===== config.mk =====
export PLATFORM = sky130hd
export DESIGN_NAME = multi_slot_deadline_timer_table
export DESIGN_NICKNAME = d
export VERILOG_FILES = /design/src/sv/mdtt_pkg.sv /design/src/sv/mdtt_ctrl.sv /design/src/sv/mdtt_dpath.sv /design/src/sv/multi_slot_deadline_timer_table.sv
export SDC_FILE = /design/constraint.sdc
export NUM_CORES = 2
export LEC_CHECK = 0
export BUFFER_PORTS_ARGS = -buffer_cell sky130_fd_sc_hd__buf_2
export CAP_MARGIN = 20
export CORE_UTILIZATION = 50
export CTS_CLUSTER_SIZE = 12
export DETAILED_ROUTE_END_ITERATION = 10
export PLACE_DENSITY = 0.76
export SLEW_MARGIN = 20
export SYNTH_ARGS = -nofsm -noshare
export SYNTH_HDL_FRONTEND = slang
export SYNTH_SLANG_ARGS = --single-unit

===== constraint.sdc =====
create_clock -name clk -period 19.3 [get_ports clk]
set_input_delay 3.86 -clock clk [delete_from_list [all_inputs] [get_ports clk]]
set_output_delay 3.86 -clock clk [all_outputs]
set_load 0.02 [all_outputs]

===== src/sv/mdtt_pkg.sv =====
// mdtt_pkg: types and constants shared by the deadline timer table modules.
// Holds the command/response transaction structs, controller states and the
// controller-to-datapath command and status structs. No dependencies.
package mdtt_pkg;

    typedef enum logic [1:0] {
        ACT_ADD    = 2'd0,
        ACT_CANCEL = 2'd1,
        ACT_EXPIRE = 2'd2,
        ACT_QUERY  = 2'd3
    } action_t;

    typedef enum logic [1:0] {
        RS_OK        = 2'd0,
        RS_NO_SLOT   = 2'd1,
        RS_NOT_FOUND = 2'd2
    } status_t;

    localparam logic [31:0] ID_NONE  = 32'hFFFF_FFFF;
    localparam logic [30:0] WAIT_CAP = 31'h7FFF_FFFF;

    typedef struct packed {
        action_t            action;
        logic [47:0]        now_ms;
        logic [30:0]        period_ms;
        logic               repeat_req;
        logic [31:0]        timer_id;
        logic signed [31:0] max_wait_ms;
    } cmd_t;

    typedef struct packed {
        status_t            status;
        logic [31:0]        result_id;
        logic               fired;
        logic signed [31:0] wait_ms;
        logic [6:0]         live_count;
        logic               last;
    } rsp_t;

    typedef enum logic [3:0] {
        S_IDLE,
        S_ADD_SCAN,
        S_CANCEL_SCAN,
        S_EXPIRE_SCAN,
        S_FIRE_SCAN,
        S_QUERY_SCAN,
        S_QUERY_CAP,
        S_QUERY_CLAMP,
        S_REPLY
    } state_t;

    // Controller commands to the datapath
    typedef struct packed {
        logic latch;
        logic clr_idx;
        logic inc_idx;
        logic add_step;
        logic cancel_step;
        logic expire_step;
        logic query_step;
        logic query_cap;
        logic query_clamp;
        logic emit_reply;
        logic emit_fire;
        logic emit_empty;
    } ctl_t;

    // Datapath status back to the controller
    typedef struct packed {
        logic scan_last;
        logic add_hit;
        logic cancel_hit;
        logic due_any;
        logic due_cur;
        logic due_last;
        logic out_free;
    } stat_t;

endpackage


===== src/sv/mdtt_ctrl.sv =====
// mdtt_ctrl: sequencer for the deadline timer table.
// Walks the slot scans for each action and issues datapath commands.
// Depends on mdtt_pkg.
module mdtt_ctrl (
    input  logic                clk,
    input  logic                rst_n,
    input  logic                cmd_valid,
    input  mdtt_pkg::action_t   action,
    input  mdtt_pkg::stat_t     stat,
    output logic                cmd_stall,
    output mdtt_pkg::ctl_t      ctl
);

    mdtt_pkg::state_t state_reg;
    mdtt_pkg::state_t state_next;

    always_ff @(posedge clk or negedge rst_n)
    begin
        if (!rst_n)
        begin
            state_reg <= mdtt_pkg::S_IDLE;
        end
        else
        begin
            state_reg <= state_next;
        end
    end

    always_comb
    begin
        state_next = state_reg;
        unique case (state_reg)
            mdtt_pkg::S_IDLE:
            begin
                if (cmd_valid)
                begin
                    unique case (action)
                        mdtt_pkg::ACT_ADD:    state_next = mdtt_pkg::S_ADD_SCAN;
                        mdtt_pkg::ACT_CANCEL: state_next = mdtt_pkg::S_CANCEL_SCAN;
                        mdtt_pkg::ACT_EXPIRE: state_next = mdtt_pkg::S_EXPIRE_SCAN;
                        mdtt_pkg::ACT_QUERY:  state_next = mdtt_pkg::S_QUERY_SCAN;
                        default:              state_next = mdtt_pkg::S_IDLE;
                    endcase
                end
            end
            mdtt_pkg::S_ADD_SCAN:
            begin
                if (stat.add_hit || stat.scan_last)
                begin
                    state_next = mdtt_pkg::S_REPLY;
                end
            end
            mdtt_pkg::S_CANCEL_SCAN:
            begin
                if (stat.cancel_hit || stat.scan_last)
                begin
                    state_next = mdtt_pkg::S_REPLY;
                end
            end
            mdtt_pkg::S_EXPIRE_SCAN:
            begin
                if (stat.scan_last)
                begin
                    state_next = mdtt_pkg::S_FIRE_SCAN;
                end
            end
            mdtt_pkg::S_FIRE_SCAN:
            begin
                if (!stat.due_any)
                begin
                    if (stat.out_free)
                    begin
                        state_next = mdtt_pkg::S_IDLE;
                    end
                end
                else if (stat.due_cur && stat.due_last && stat.out_free)
                begin
                    state_next = mdtt_pkg::S_IDLE;
                end
            end
            mdtt_pkg::S_QUERY_SCAN:
            begin
                if (stat.scan_last)
                begin
                    state_next = mdtt_pkg::S_QUERY_CAP;
                end
            end
            mdtt_pkg::S_QUERY_CAP:   state_next = mdtt_pkg::S_QUERY_CLAMP;
            mdtt_pkg::S_QUERY_CLAMP: state_next = mdtt_pkg::S_REPLY;
            mdtt_pkg::S_REPLY:
            begin
                if (stat.out_free)
                begin
                    state_next = mdtt_pkg::S_IDLE;
                end
            end
            default: state_next = mdtt_pkg::S_IDLE;
        endcase
    end

    always_comb
    begin
        ctl       = '0;
        cmd_stall = 1'b1;
        unique case (state_reg)
            mdtt_pkg::S_IDLE:
            begin
                cmd_stall   = 1'b0;
                ctl.latch   = cmd_valid;
                ctl.clr_idx = cmd_valid;
            end
            mdtt_pkg::S_ADD_SCAN:
            begin
                ctl.add_step = 1'b1;
                ctl.inc_idx  = !stat.add_hit && !stat.scan_last;
            end
            mdtt_pkg::S_CANCEL_SCAN:
            begin
                ctl.cancel_step = 1'b1;
                ctl.inc_idx     = !stat.cancel_hit && !stat.scan_last;
            end
            mdtt_pkg::S_EXPIRE_SCAN:
            begin
                ctl.expire_step = 1'b1;
                ctl.clr_idx     = stat.scan_last;
                ctl.inc_idx     = !stat.scan_last;
            end
            mdtt_pkg::S_FIRE_SCAN:
            begin
                if (!stat.due_any)
                begin
                    ctl.emit_empty = stat.out_free;
                end
                else if (stat.due_cur)
                begin
                    ctl.emit_fire = stat.out_free;
                    ctl.inc_idx   = stat.out_free && !stat.due_last;
                end
                else
                begin
                    // skip slots that did not fire
                    ctl.inc_idx = 1'b1;
                end
            end
            mdtt_pkg::S_QUERY_SCAN:
            begin
                ctl.query_step = 1'b1;
                ctl.inc_idx    = !stat.scan_last;
            end
            mdtt_pkg::S_QUERY_CAP:   ctl.query_cap   = 1'b1;
            mdtt_pkg::S_QUERY_CLAMP: ctl.query_clamp = 1'b1;
            mdtt_pkg::S_REPLY:       ctl.emit_reply  = stat.out_free;
            default:                 ctl             = '0;
        endcase
    end

endmodule


===== src/sv/mdtt_dpath.sv =====
// mdtt_dpath: slot storage, scan index, result registers and response register.
// Executes one controller command per cycle on the slot indexed by the scan.
// Depends on mdtt_pkg.
module mdtt_dpath #(
    parameter int TIMER_SLOTS = 16
) (
    input  logic            clk,
    input  logic            rst_n,
    input  mdtt_pkg::cmd_t  cmd,
    input  mdtt_pkg::ctl_t  ctl,
    input  logic            rsp_stall,
    output mdtt_pkg::stat_t stat,
    output logic            rsp_valid,
    output mdtt_pkg::rsp_t  rsp
);

    localparam int IDX_W = (TIMER_SLOTS > 1) ? $clog2(TIMER_SLOTS) : 1;
    localparam logic [IDX_W-1:0] IDX_LAST = IDX_W'(TIMER_SLOTS - 1);

    function automatic logic [47:0] sat_add(input logic [47:0] a, input logic [30:0] b);
        logic [48:0] s;
        s = {1'b0, a} + {18'd0, b};
        return s[48] ? 48'hFFFF_FFFF_FFFF : s[47:0];
    endfunction

    // slot storage
    logic [TIMER_SLOTS-1:0] active_reg, active_next;
    logic [31:0]            slot_id_reg       [TIMER_SLOTS];
    logic [47:0]            slot_deadline_reg [TIMER_SLOTS];
    logic [30:0]            slot_interval_reg [TIMER_SLOTS];
    logic                   slot_periodic_reg [TIMER_SLOTS];

    logic [6:0]             count_reg, count_next;
    logic [31:0]            next_id_reg, next_id_next;
    logic [TIMER_SLOTS-1:0] due_reg, due_next;
    logic                   found_reg, found_next;
    logic [IDX_W-1:0]       idx_reg, idx_next;
    logic                   rsp_valid_reg, rsp_valid_next;

    mdtt_pkg::cmd_t         cmd_reg;
    mdtt_pkg::status_t      res_status_reg;
    logic [31:0]            res_id_reg;
    logic signed [31:0]     res_wait_reg;
    logic [47:0]            min_reg;
    logic [30:0]            wait_cap_reg;
    mdtt_pkg::rsp_t         rsp_reg;

    logic [TIMER_SLOTS-1:0] idx_onehot;
    logic                   cur_active;
    logic [31:0]            cur_id;
    logic [47:0]            cur_deadline;
    logic [30:0]            cur_interval;
    logic                   cur_periodic;
    logic                   cur_due;
    logic                   add_hit;
    logic                   cancel_hit;
    logic                   out_free;
    logic [48:0]            diff;

    always_comb
    begin
        for (int i = 0; i < TIMER_SLOTS; i++)
        begin
            idx_onehot[i] = (IDX_W'(i) == idx_reg);
        end
    end

    assign cur_active   = active_reg[idx_reg];
    assign cur_id       = slot_id_reg[idx_reg];
    assign cur_deadline = slot_deadline_reg[idx_reg];
    assign cur_interval = slot_interval_reg[idx_reg];
    assign cur_periodic = slot_periodic_reg[idx_reg];
    assign cur_due      = cur_active && (cur_deadline <= cmd_reg.now_ms);
    assign add_hit      = !cur_active;
    assign cancel_hit   = cur_active && (cur_id == cmd_reg.timer_id)
                          && (cmd_reg.timer_id != mdtt_pkg::ID_NONE);
    assign out_free     = !rsp_valid_reg || !rsp_stall;
    assign diff         = {1'b0, min_reg} - {1'b0, cmd_reg.now_ms};

    always_comb
    begin
        stat.scan_last  = (idx_reg == IDX_LAST);
        stat.add_hit    = add_hit;
        stat.cancel_hit = cancel_hit;
        stat.due_any    = |due_reg;
        stat.due_cur    = due_reg[idx_reg];
        stat.due_last   = ((due_reg & ~idx_onehot) == '0);
        stat.out_free   = out_free;
    end

    // control state next values
    always_comb
    begin
        active_next    = active_reg;
        count_next     = count_reg;
        next_id_next   = next_id_reg;
        due_next       = due_reg;
        found_next     = found_reg;
        idx_next       = idx_reg;
        rsp_valid_next = rsp_valid_reg && rsp_stall;

        if (ctl.clr_idx)
        begin
            idx_next = '0;
        end
        else if (ctl.inc_idx)
        begin
            idx_next = idx_reg + 1'b1;
        end

        if (ctl.latch)
        begin
            due_next   = '0;
            found_next = 1'b0;
        end

        if (ctl.add_step && add_hit)
        begin
            active_next  = active_reg | idx_onehot;
            count_next   = count_reg + 7'd1;
            next_id_next = next_id_reg + 32'd1;
        end

        if (ctl.cancel_step && cancel_hit)
        begin
            active_next = active_reg & ~idx_onehot;
            count_next  = count_reg - 7'd1;
        end

        if (ctl.expire_step && cur_due)
        begin
            due_next = due_reg | idx_onehot;
            if (!cur_periodic)
            begin
                active_next = active_reg & ~idx_onehot;
                count_next  = count_reg - 7'd1;
            end
        end

        if (ctl.query_step && cur_active)
        begin
            found_next = 1'b1;
        end

        if (ctl.emit_fire)
        begin
            due_next = due_reg & ~idx_onehot;
        end

        if (ctl.emit_reply || ctl.emit_fire || ctl.emit_empty)
        begin
            rsp_valid_next = 1'b1;
        end
    end

    always_ff @(posedge clk or negedge rst_n)
    begin
        if (!rst_n)
        begin
            active_reg    <= '0;
            count_reg     <= '0;
            next_id_reg   <= '0;
            due_reg       <= '0;
            found_reg     <= 1'b0;
            idx_reg       <= '0;
            rsp_valid_reg <= 1'b0;
        end
        else
        begin
            active_reg    <= active_next;
            count_reg     <= count_next;
            next_id_reg   <= next_id_next;
            due_reg       <= due_next;
            found_reg     <= found_next;
            idx_reg       <= idx_next;
            rsp_valid_reg <= rsp_valid_next;
        end
    end

    // slot payload writes: fill on add, rearm a periodic timer on expire
    always_ff @(posedge clk)
    begin
        if (ctl.add_step && add_hit)
        begin
            slot_id_reg[idx_reg]       <= next_id_reg;
            slot_deadline_reg[idx_reg] <= sat_add(cmd_reg.now_ms, cmd_reg.period_ms);
            slot_interval_reg[idx_reg] <= cmd_reg.period_ms;
            slot_periodic_reg[idx_reg] <= cmd_reg.repeat_req;
        end
        else if (ctl.expire_step && cur_due && cur_periodic)
        begin
            slot_deadline_reg[idx_reg] <= sat_add(cmd_reg.now_ms, cur_interval);
        end
    end

    // transaction payload and result registers
    always_ff @(posedge clk)
    begin
        if (ctl.latch)
        begin
            cmd_reg        <= cmd;
            res_status_reg <= mdtt_pkg::RS_OK;
            res_id_reg     <= '0;
            res_wait_reg   <= '0;
        end

        if (ctl.add_step)
        begin
            if (add_hit)
            begin
                res_status_reg <= mdtt_pkg::RS_OK;
                res_id_reg     <= next_id_reg;
            end
            else
            begin
                res_status_reg <= mdtt_pkg::RS_NO_SLOT;
            end
        end

        if (ctl.cancel_step)
        begin
            res_status_reg <= cancel_hit ? mdtt_pkg::RS_OK : mdtt_pkg::RS_NOT_FOUND;
        end

        if (ctl.query_step && cur_active && (!found_reg || (cur_deadline < min_reg)))
        begin
            min_reg <= cur_deadline;
        end

        if (ctl.query_cap)
        begin
            if (diff[48])
            begin
                wait_cap_reg <= '0;
            end
            else if (|diff[47:31])
            begin
                wait_cap_reg <= mdtt_pkg::WAIT_CAP;
            end
            else
            begin
                wait_cap_reg <= diff[30:0];
            end
        end

        if (ctl.query_clamp)
        begin
            if (!found_reg)
            begin
                res_wait_reg <= cmd_reg.max_wait_ms;
            end
            else if (!cmd_reg.max_wait_ms[31] && (wait_cap_reg > cmd_reg.max_wait_ms[30:0]))
            begin
                res_wait_reg <= cmd_reg.max_wait_ms;
            end
            else
            begin
                res_wait_reg <= signed'({1'b0, wait_cap_reg});
            end
        end

        if (ctl.emit_reply)
        begin
            rsp_reg.status     <= res_status_reg;
            rsp_reg.result_id  <= res_id_reg;
            rsp_reg.fired      <= 1'b0;
            rsp_reg.wait_ms    <= res_wait_reg;
            rsp_reg.live_count <= count_reg;
            rsp_reg.last       <= 1'b1;
        end
        else if (ctl.emit_fire)
        begin
            rsp_reg.status     <= mdtt_pkg::RS_OK;
            rsp_reg.result_id  <= cur_id;
            rsp_reg.fired      <= 1'b1;
            rsp_reg.wait_ms    <= '0;
            rsp_reg.live_count <= count_reg;
            rsp_reg.last       <= stat.due_last;
        end
        else if (ctl.emit_empty)
        begin
            rsp_reg.status     <= mdtt_pkg::RS_OK;
            rsp_reg.result_id  <= '0;
            rsp_reg.fired      <= 1'b0;
            rsp_reg.wait_ms    <= '0;
            rsp_reg.live_count <= count_reg;
            rsp_reg.last       <= 1'b1;
        end
    end

    assign rsp_valid = rsp_valid_reg;
    assign rsp       = rsp_reg;

endmodule


===== src/sv/multi_slot_deadline_timer_table.sv =====
// multi_slot_deadline_timer_table: top level of the timer slot table.
// Joins the sequencer (mdtt_ctrl) and the slot datapath (mdtt_dpath).
// Depends on mdtt_pkg, mdtt_ctrl, mdtt_dpath.
//
//   channel | direction | payload          | handshake
//   --------+-----------+------------------+---------------------------
//   cmd     | in        | mdtt_pkg::cmd_t  | cmd_valid / cmd_stall
//   rsp     | out       | mdtt_pkg::rsp_t  | rsp_valid / rsp_stall
//
// Scans: one transaction at a time; each action walks the slots one per
//   cycle, holding at an emit step while the output register is busy. Add
//   and cancel stop at a hit or the last slot, query scans all slots, and
//   expire scans all, then emits a result per fired slot, stopping at the last.
// Reset: rst_n clears the active marks, active count, id counter, due marks,
//   scan index and response valid; slot contents are not reset.
// Stalls: the response sits in an output register; a new command is taken
//   while an earlier response waits, and the sequencer holds at each emit
//   step until the output register is free.
module multi_slot_deadline_timer_table #(
    parameter int TIMER_SLOTS = 16
) (
    input  logic           clk,
    input  logic           rst_n,
    input  logic           cmd_valid,
    output logic           cmd_stall,
    input  mdtt_pkg::cmd_t cmd,
    output logic           rsp_valid,
    input  logic           rsp_stall,
    output mdtt_pkg::rsp_t rsp
);

    mdtt_pkg::ctl_t  ctl;
    mdtt_pkg::stat_t stat;

    // sequencer: one state per scan pass, plus the query cap, clamp and reply steps
    mdtt_ctrl u_ctrl (
        .clk       (clk),
        .rst_n     (rst_n),
        .cmd_valid (cmd_valid),
        .action    (cmd.action),
        .stat      (stat),
        .cmd_stall (cmd_stall),
        .ctl       (ctl)
    );

    // datapath: slot storage, scan index and response register
    mdtt_dpath #(
        .TIMER_SLOTS (TIMER_SLOTS)
    ) u_dpath (
        .clk       (clk),
        .rst_n     (rst_n),
        .cmd       (cmd),
        .ctl       (ctl),
        .rsp_stall (rsp_stall),
        .stat      (stat),
        .rsp_valid (rsp_valid),
        .rsp       (rsp)
    );

endmodule


== Word level (Yosys, flattened, before mapping) ==
Memory sizes are Yosys's and may differ from the RTL's.
Cells that the tools add are included.

* Input port bits: 150
* Output and inout bits: 77
* Word-level logic and storage cells: 196
* Memories: 4
* Flip-flop bits (word level): 445
* Memory bits (writable): 1792

{| class="wikitable"
|+ Memory list
! memory !! words !! bits a word !! rd ports !! clocked after Yosys merged registers in !! write ports !! RTL line !! text
|-
| u_dpath.slot_deadline_reg || 16 || 48 || 1 || 0 || 1 || mdtt_dpath.sv:29 || <nowiki>logic [47:0] slot_deadline_reg [TIMER_SLOTS];</nowiki>
|-
| u_dpath.slot_id_reg || 16 || 32 || 1 || 0 || 1 || mdtt_dpath.sv:28 || <nowiki>logic [31:0] slot_id_reg [TIMER_SLOTS];</nowiki>
|-
| u_dpath.slot_interval_reg || 16 || 31 || 1 || 0 || 1 || mdtt_dpath.sv:30 || <nowiki>logic [30:0] slot_interval_reg [TIMER_SLOTS];</nowiki>
|-
| u_dpath.slot_periodic_reg || 16 || 1 || 1 || 0 || 1 || mdtt_dpath.sv:31 || <nowiki>logic slot_periodic_reg [TIMER_SLOTS];</nowiki>
|}

* Reduce and logical (&&, ||, !) cells: 45
* Add/subtract/negate cells: 7
* Equal/unequal tests: 35
* Bitwise logic cells: 6
* Magnitude comparators: 4
* Muxes and demuxes: 71

{| class="wikitable"
|+ Operators by type and width
! operator !! number
|-
| $mux 75 || 3
|-
| $mux 32 || 7
|-
| $mux 48 || 3
|-
| $mux 16 || 7
|-
| $add 48x31->49 || 2
|-
| $sub 48x48->49 || 1
|-
| $le 48x48->1 || 1
|-
| $lt 48x48->1 || 1
|-
| $mux 4 || 10
|-
| $pmux 4 s9 || 1
|-
| $add 32x1->32 const B || 1
|-
| $and 16x16->16 || 2
|-
| $eq 32x32->1 || 1
|-
| $eq 4x4->1 const A || 8
|-
| $ne 32x32->1 const B || 1
|-
| $or 16x16->16 || 2
|-
| $gt 31x31->1 || 1
|-
| $mux 31 || 1
|-
| $mux 7 || 4
|-
| $mux 1 || 25
|-
| $reduce_or 17->1 || 1
|-
| $eq 3x4->1 const A || 4
|-
| $eq 4x3->1 const B || 4
|-
| $logic_and 1x1->1 || 16
|-
| other kinds (31) || 61
|}

== Depth between registers and ports, before layout ==
* Depth in word-level cells: 11
* Mapped depth: 23
* Depth with buffers taken out: 14

== Hierarchy ==
Synthesis repeated with hierarchy kept, for this count alone.

* Cell total of the unflattened synthesis: 5661
* Area total of the unflattened synthesis: 96991.8 sq um

{| class="wikitable"
|+ Modules (own cells, without submodules)
! module !! cells an instance !! area each (sq um) !! times used !! seq. area each (sq um)
|-
| mdtt_dpath || 5596 || 96482.5 || 1 || 66328.6
|-
| mdtt_ctrl || 65 || 509.2 || 1 || 100.1
|}

== Least setup slack after synthesis ==
OpenSTA, ideal clock, no wires.

* Path type: in2reg
* Start: input port cmd_valid
* End: register u_dpath.cmd_reg[0] in the netlist's numbering (enable)
* Stages: 3
* Library setup time: 564 ps
* Setup slack: 10423 ps
* Buffers on the path: 1
* Required time: 18736 ps
* Arrival time: 8312 ps
* Cells stage by stage: nand3_1 clkinv_1 clkbuf_1

{| class="wikitable"
|+ RTL lines
! element !! RTL line !! text
|-
| from (decl) || multi_slot_deadline_timer_table.sv:24 || <nowiki>input logic cmd_valid,</nowiki>
|-
| to (signal assigned) || mdtt_dpath.sv:201 || <nowiki>cmd_reg <= cmd;</nowiki>
|-
| to (decl) || mdtt_dpath.sv:40 || <nowiki>mdtt_pkg::cmd_t cmd_reg;</nowiki>
|}

== Worst setup path in the final report ==
* Start: register u_dpath.idx_reg[0]
* End: memory u_dpath.slot_deadline_reg[15][28] (data pin)

* Word-level cells in the longest chain between the ends: 9
* Elaborated cells between the ends (all ways): 17
* Classes of those cells: add/sub (1); order compare (1); mux (7); reduce/logical (5); memory (3)

{| class="wikitable"
|+ Ends and longest elaborated chain
! element !! RTL line !! text
|-
| from (decl) || mdtt_dpath.sv:37 || <nowiki>logic [IDX_W-1:0] idx_reg, idx_next;</nowiki>
|-
| from (signal assigned) || mdtt_dpath.sv:175 || <nowiki>idx_reg <= idx_next;</nowiki>
|-
| $mem_v2 16x48 or $bmux 1 s4 (tied branches) || -- ||
|-
| $le 48x48->1 or $mux 1 (tied branches) || mdtt_dpath.sv:73, mdtt_dpath.sv:68 ||
|-
| $logic_and 1x1->1 || mdtt_dpath.sv:73 || <nowiki>assign cur_due = cur_active && (cur_deadline <= cmd_reg.now_ms);</nowiki>
|-
| $logic_and 1x1->1 (2 in a row) || mdtt_dpath.sv:190 || <nowiki>else if (ctl.expire_step && cur_due && cur_periodic)</nowiki>
|-
| $mux 1 || mdtt_dpath.sv:190 ||
|-
| $mux 1 || mdtt_dpath.sv:183 || <nowiki>if (ctl.add_step && add_hit)</nowiki>
|-
| $mux 1 (not written as such) || mdtt_dpath.sv:192 || <nowiki>slot_deadline_reg[idx_reg] <= sat_add(cmd_reg.now_ms, cur_interval);</nowiki>
|-
| $mux 48 (no line) * || -- ||
|-
| to (decl) || mdtt_dpath.sv:29 ||
|}

Mark *: on every way between the ends. The rest lies on a longest branch, timed or not. The select of a mux whose other input is x is not followed.

==> run summary <==
Status
* completed — result of the run

Worst hold path
* u_dpath.res_id_reg[4] — startpoint of the most critical hold path
* reg -> reg — worst hold path class
* 2 — Hold Path Cell Cnt

Pwr
* 28.9% — combinational share of power
* 0.009337 W — total internal power
* 126.3 nW/µm² — power per cell area
* 30.76% — share of total power consumed by net switching
* 37.29 nW — cell leakage power
* 0.004148 W — total net switching power
* 29.6% — power share of the clock group
* 0.1205 mV — VDD IR-drop max
* 41.5% — relative contribution of sequential cells to total power

Placement
* 0.9353 — global placement routability congestion
* 152.2 mm — total half-perimeter wirelength after legalization and detailed placement
* 10.25 ns — worst slack, placed
* 226 — number of port buffers
* 7978 — dpl cells

Worst setup path
* u_dpath.idx_reg[0] — start point of the critical path
* buf_12 > buf_4 > buf_4 > mux4_2 > mux4_2 > ha_1 > a21o_1 > a21oi_1 > or3_1 > a21oi_1 > a41oi_1 > o21a_1 > o21ai_0 > a31oi_1 > o311a_1 > a22oi_1 — cell-by-cell listing of the critical path
* register — crit path capture type
* 0.96 ns — maximum cell stage delay along the critical path
* sky130_fd_sc_hd__dfrtp_4 — library cell contributing the largest single delay on the critical path
* u_dpath.idx_reg[0] — source of the worst register-to-register timing path
* u_dpath.slot_deadline_reg[15][28] — destination of the worst register-to-register timing path
* 10.53 ns — R2R Setup Slk
* 98 — Max FO, Critical Path
* 16 — count of cells along the worst register-to-register path
* 9.29 ns — arrival time at the worst endpoint
* 19.82 ns — critical path required time
* u_dpath.slot_deadline_reg[15][28] — Worst Setup EP
* register — launching element type of the critical path
* reg -> reg — kind of critical path

Yosys
* sky130_fd_sc_hd__edfxtp_1 — Main synth FF type
* 5388 — synthesized instance count
* 95620 µm² — Post-Syn Area
* 17.75 µm² — Mapped Avg Cell Area
* 2122 — Post-synth EDFFs
* 13.48% — mux cell area share after synthesis
* 6.433% — share of the synthesized area in compound gates (AO/OA/AOI/OAI)
* 5786 — syn nets
* multiplexers — dominant combinational cell family by area after synthesis
* sky130_fd_sc_hd__edfxtp_1 (67%), sky130_fd_sc_hd__mux4_2 (12%), sky130_fd_sc_hd__ha_1 (3.2%) — Area contributors post-synth
* 4.110% — post-synthesis simple-gate area fraction
* 3.269% — adder and majority gate portion of the synthesized area
* sky130_fd_sc_hd__edfxtp_1 — post-synth top area cell
* 3.621% — Async SR Flop Fraction
* 66.64% — area share of the leading cell type in the synthesized netlist
* 84 — Distinct cells, synth
* 2237 — register bit count reported by yosys
* 1.347% — Post-Synth XOR/XNOR Area
* 69.47% — register area share after synthesis
* 0 — number of warnings reported in the yosys synthesis log

GRT
* 139 — maximum number of pins on one net before global-route repair
* 4 — number of antenna violations at the first check in global routing
* 53893 — via count of the first global-routing pass
* 25.94% — GRT Total Usage
* 365.1 mm — wire length of the first global-routing pass
* 0 — total overflow reported by the global router

Layout
* 21.57% — share of cells above drive strength 1
* 768 — flip-flop count of the largest register after layout
* 11.69% — Area growth, synth to finish
* 6105 — fin nets
* 8364 — non-filler instance count after layout

Clocking
* 0.06 ns — CTS clk-pin slew, worst paths
* 0 — # resized after CTS
* 0.89 ns — Clk Latency, worst-skew pair
* sky130_fd_sc_hd__clkbuf_16 — master cell of the clock root buffer
* yes — TritonCTS clock tree
* 221 — Inserted Clock Buffers
* 3 — buffer levels on the longest clock path
* 0 — Hold Buf Count CTS
* 4 — maximum level of the CTS H-tree
* 0 — Post-CTS Setup Inserts
* 2237 — number of sinks on the clock net

Timing
* 114.0 MHz — maximum frequency from static timing analysis
* no — setup repair after global routing missed its margin
* 1.197 ns — slew at the pin with the worst max-slew slack
* 8.770 ns — post-route minimum period
* 10.53 ns — minimum setup slack in the final design
* 0 — number of hold violations in the final report
* 0.08160 ns — skew final
* 0 — Final Max Slew Viols
* 20.20% — max_slew headroom
* 0 — count of endpoints failing setup in the final report
* 45.44% — fin crit share
* 0 ns — final setup TNS

Die
* 193000 µm² — floorplan die area
* 160 — number of core rows
* 50.33% — starting utilization of the core area
* 439.3 µm — die span in x
* 190000 µm² — Core ar.
* 439.3 µm — Die Height
* 227 — top-level port count

Route
* 0 — total DRC errors in the routed layout
* 54728 — total number of vias
* 6.543 — Via density
* 8 — TritonRoute pass-1 iters
* 0 — Antenna Nets Post-Route
* 252.0 mm — Routed Wire Length
* 7636 — First DRT Iteration DRCs
* 30.12 µm — Routed WL per cell

Flow run
* 0 — max_cap viols

## power by group through the flow
stage                     registers [W]  logic, W  clock network, W
after floorplan                 0.00572   0.00275                 0
after global placement          0.00569   0.00380                 0
after detailed placement        0.00570   0.00385                 0
after CTS                       0.00560   0.00388           0.00404
after global routing            0.00561   0.00414           0.00421
final                           0.00559   0.00390           0.00399
## routing by layer
layer	part of all wire, %	global-route usage (%)	vias up
li1	-	-	22624
met1	38	35.48	28023
met2	47	41.13	3481
met3	10	5.137	594
met4	4.0	10.14	6
met5	0.085	0	-
## kinds of logic (layout without fill, tap and decap cells)
family | count (synthesis) | in the layout
xor+xnor | 147 | 147
buf+inv | 444 | 907
compound gates | 885 | 885
flops | 2237 | 2237
mux | 636 | 636
simple gates | 791 | 791
fa+ha+maj | 248 | 248
other cells | 0 | 2
## metrics by stage
step	cell area [µm²]	utilization, %	hold slack [ns]	power, W
floorplan	95620	-	0.4334	0.008466
global placement	100000	52.64	0.4339	0.009486
detailed placement	100000	52.65	0.4466	0.009543
CTS	106600	56.12	0.4570	0.01351
global route	106800	56.21	0.4791	0.01397
finish	106800	56.21	0.4570	0.01349
## cells in the mapped netlist (all sizes together), types with 42 or more instances
| master | instances |
|---|---|
| a21oi | 201 |
| clkbuf | 168 |
| mux2i | 77 |
| o21ai | 107 |
| and2 | 54 |
| xnor2 | 77 |
| inv | 188 |
| ha | 245 |
| buf | 86 |
| a21o | 128 |
| a22oi | 55 |
| xor2 | 70 |
| a31oi | 45 |
| mux4 | 517 |
| nor2 | 141 |
| edfxtp | 2122 |
| nand3 | 76 |
| nand2 | 236 |
| dfrtp | 81 |
| nand4 | 100 |
| mux2 | 42 |
## area by class of cell
| type | count | area (µm²) |
|---|---|---|
| Fill cell | 13921 | 83180 |
| Sequential cell | 2237 | 66440 |
| Multi-Input combinational cell | 2707 | 27780 |
| Clock buffer | 305 | 5928 |
| Tap cell | 2511 | 3142 |
| Timing Repair Buffer | 350 | 2117 |
| Inverter | 190 | 728.2 |
| Clock inverter | 62 | 655.6 |
| Antenna cell | 2 | 5.005 |
## layout by cell type, fill, tap and decap left out, types with 55 or more instances in the layout
cell / count
sky130_fd_sc_hd__dfrtp_1: 77
sky130_fd_sc_hd__mux4_2: 516
sky130_fd_sc_hd__inv_1: 185
sky130_fd_sc_hd__nand2_1: 235
sky130_fd_sc_hd__a21oi_1: 197
sky130_fd_sc_hd__clkbuf_16: 223
sky130_fd_sc_hd__clkbuf_1: 78
sky130_fd_sc_hd__ha_1: 245
sky130_fd_sc_hd__buf_2: 232
sky130_fd_sc_hd__buf_4: 106
sky130_fd_sc_hd__a21o_1: 128
sky130_fd_sc_hd__a22oi_1: 55
sky130_fd_sc_hd__xor2_1: 70
sky130_fd_sc_hd__nand4_1: 100
sky130_fd_sc_hd__o21ai_0: 101
sky130_fd_sc_hd__mux2i_1: 77
sky130_fd_sc_hd__nand3_1: 75
sky130_fd_sc_hd__edfxtp_1: 2122
sky130_fd_sc_hd__nor2_1: 108
sky130_fd_sc_hd__xnor2_1: 76
## worst min path at each step
stage,to
after detailed placement,u_dpath.res_id_reg[3]
after CTS,u_dpath.res_id_reg[7]
after floorplan,u_dpath.res_id_reg[12]
after global routing,u_dpath.res_id_reg[1]
after global placement,u_dpath.rsp[40]
final,u_dpath.res_id_reg[4]
## worst max-delay path, delay by kind of cell, from the launching register on
kind	cells	cell delay (ns)
simple gates	1	0.40
flops	1	0.96
compound gates	9	3.22
fa+ha+maj	1	0.36
buf+inv	3	2.25
mux	2	1.10
No activity file was read; power rests on OpenSTA's default activity.
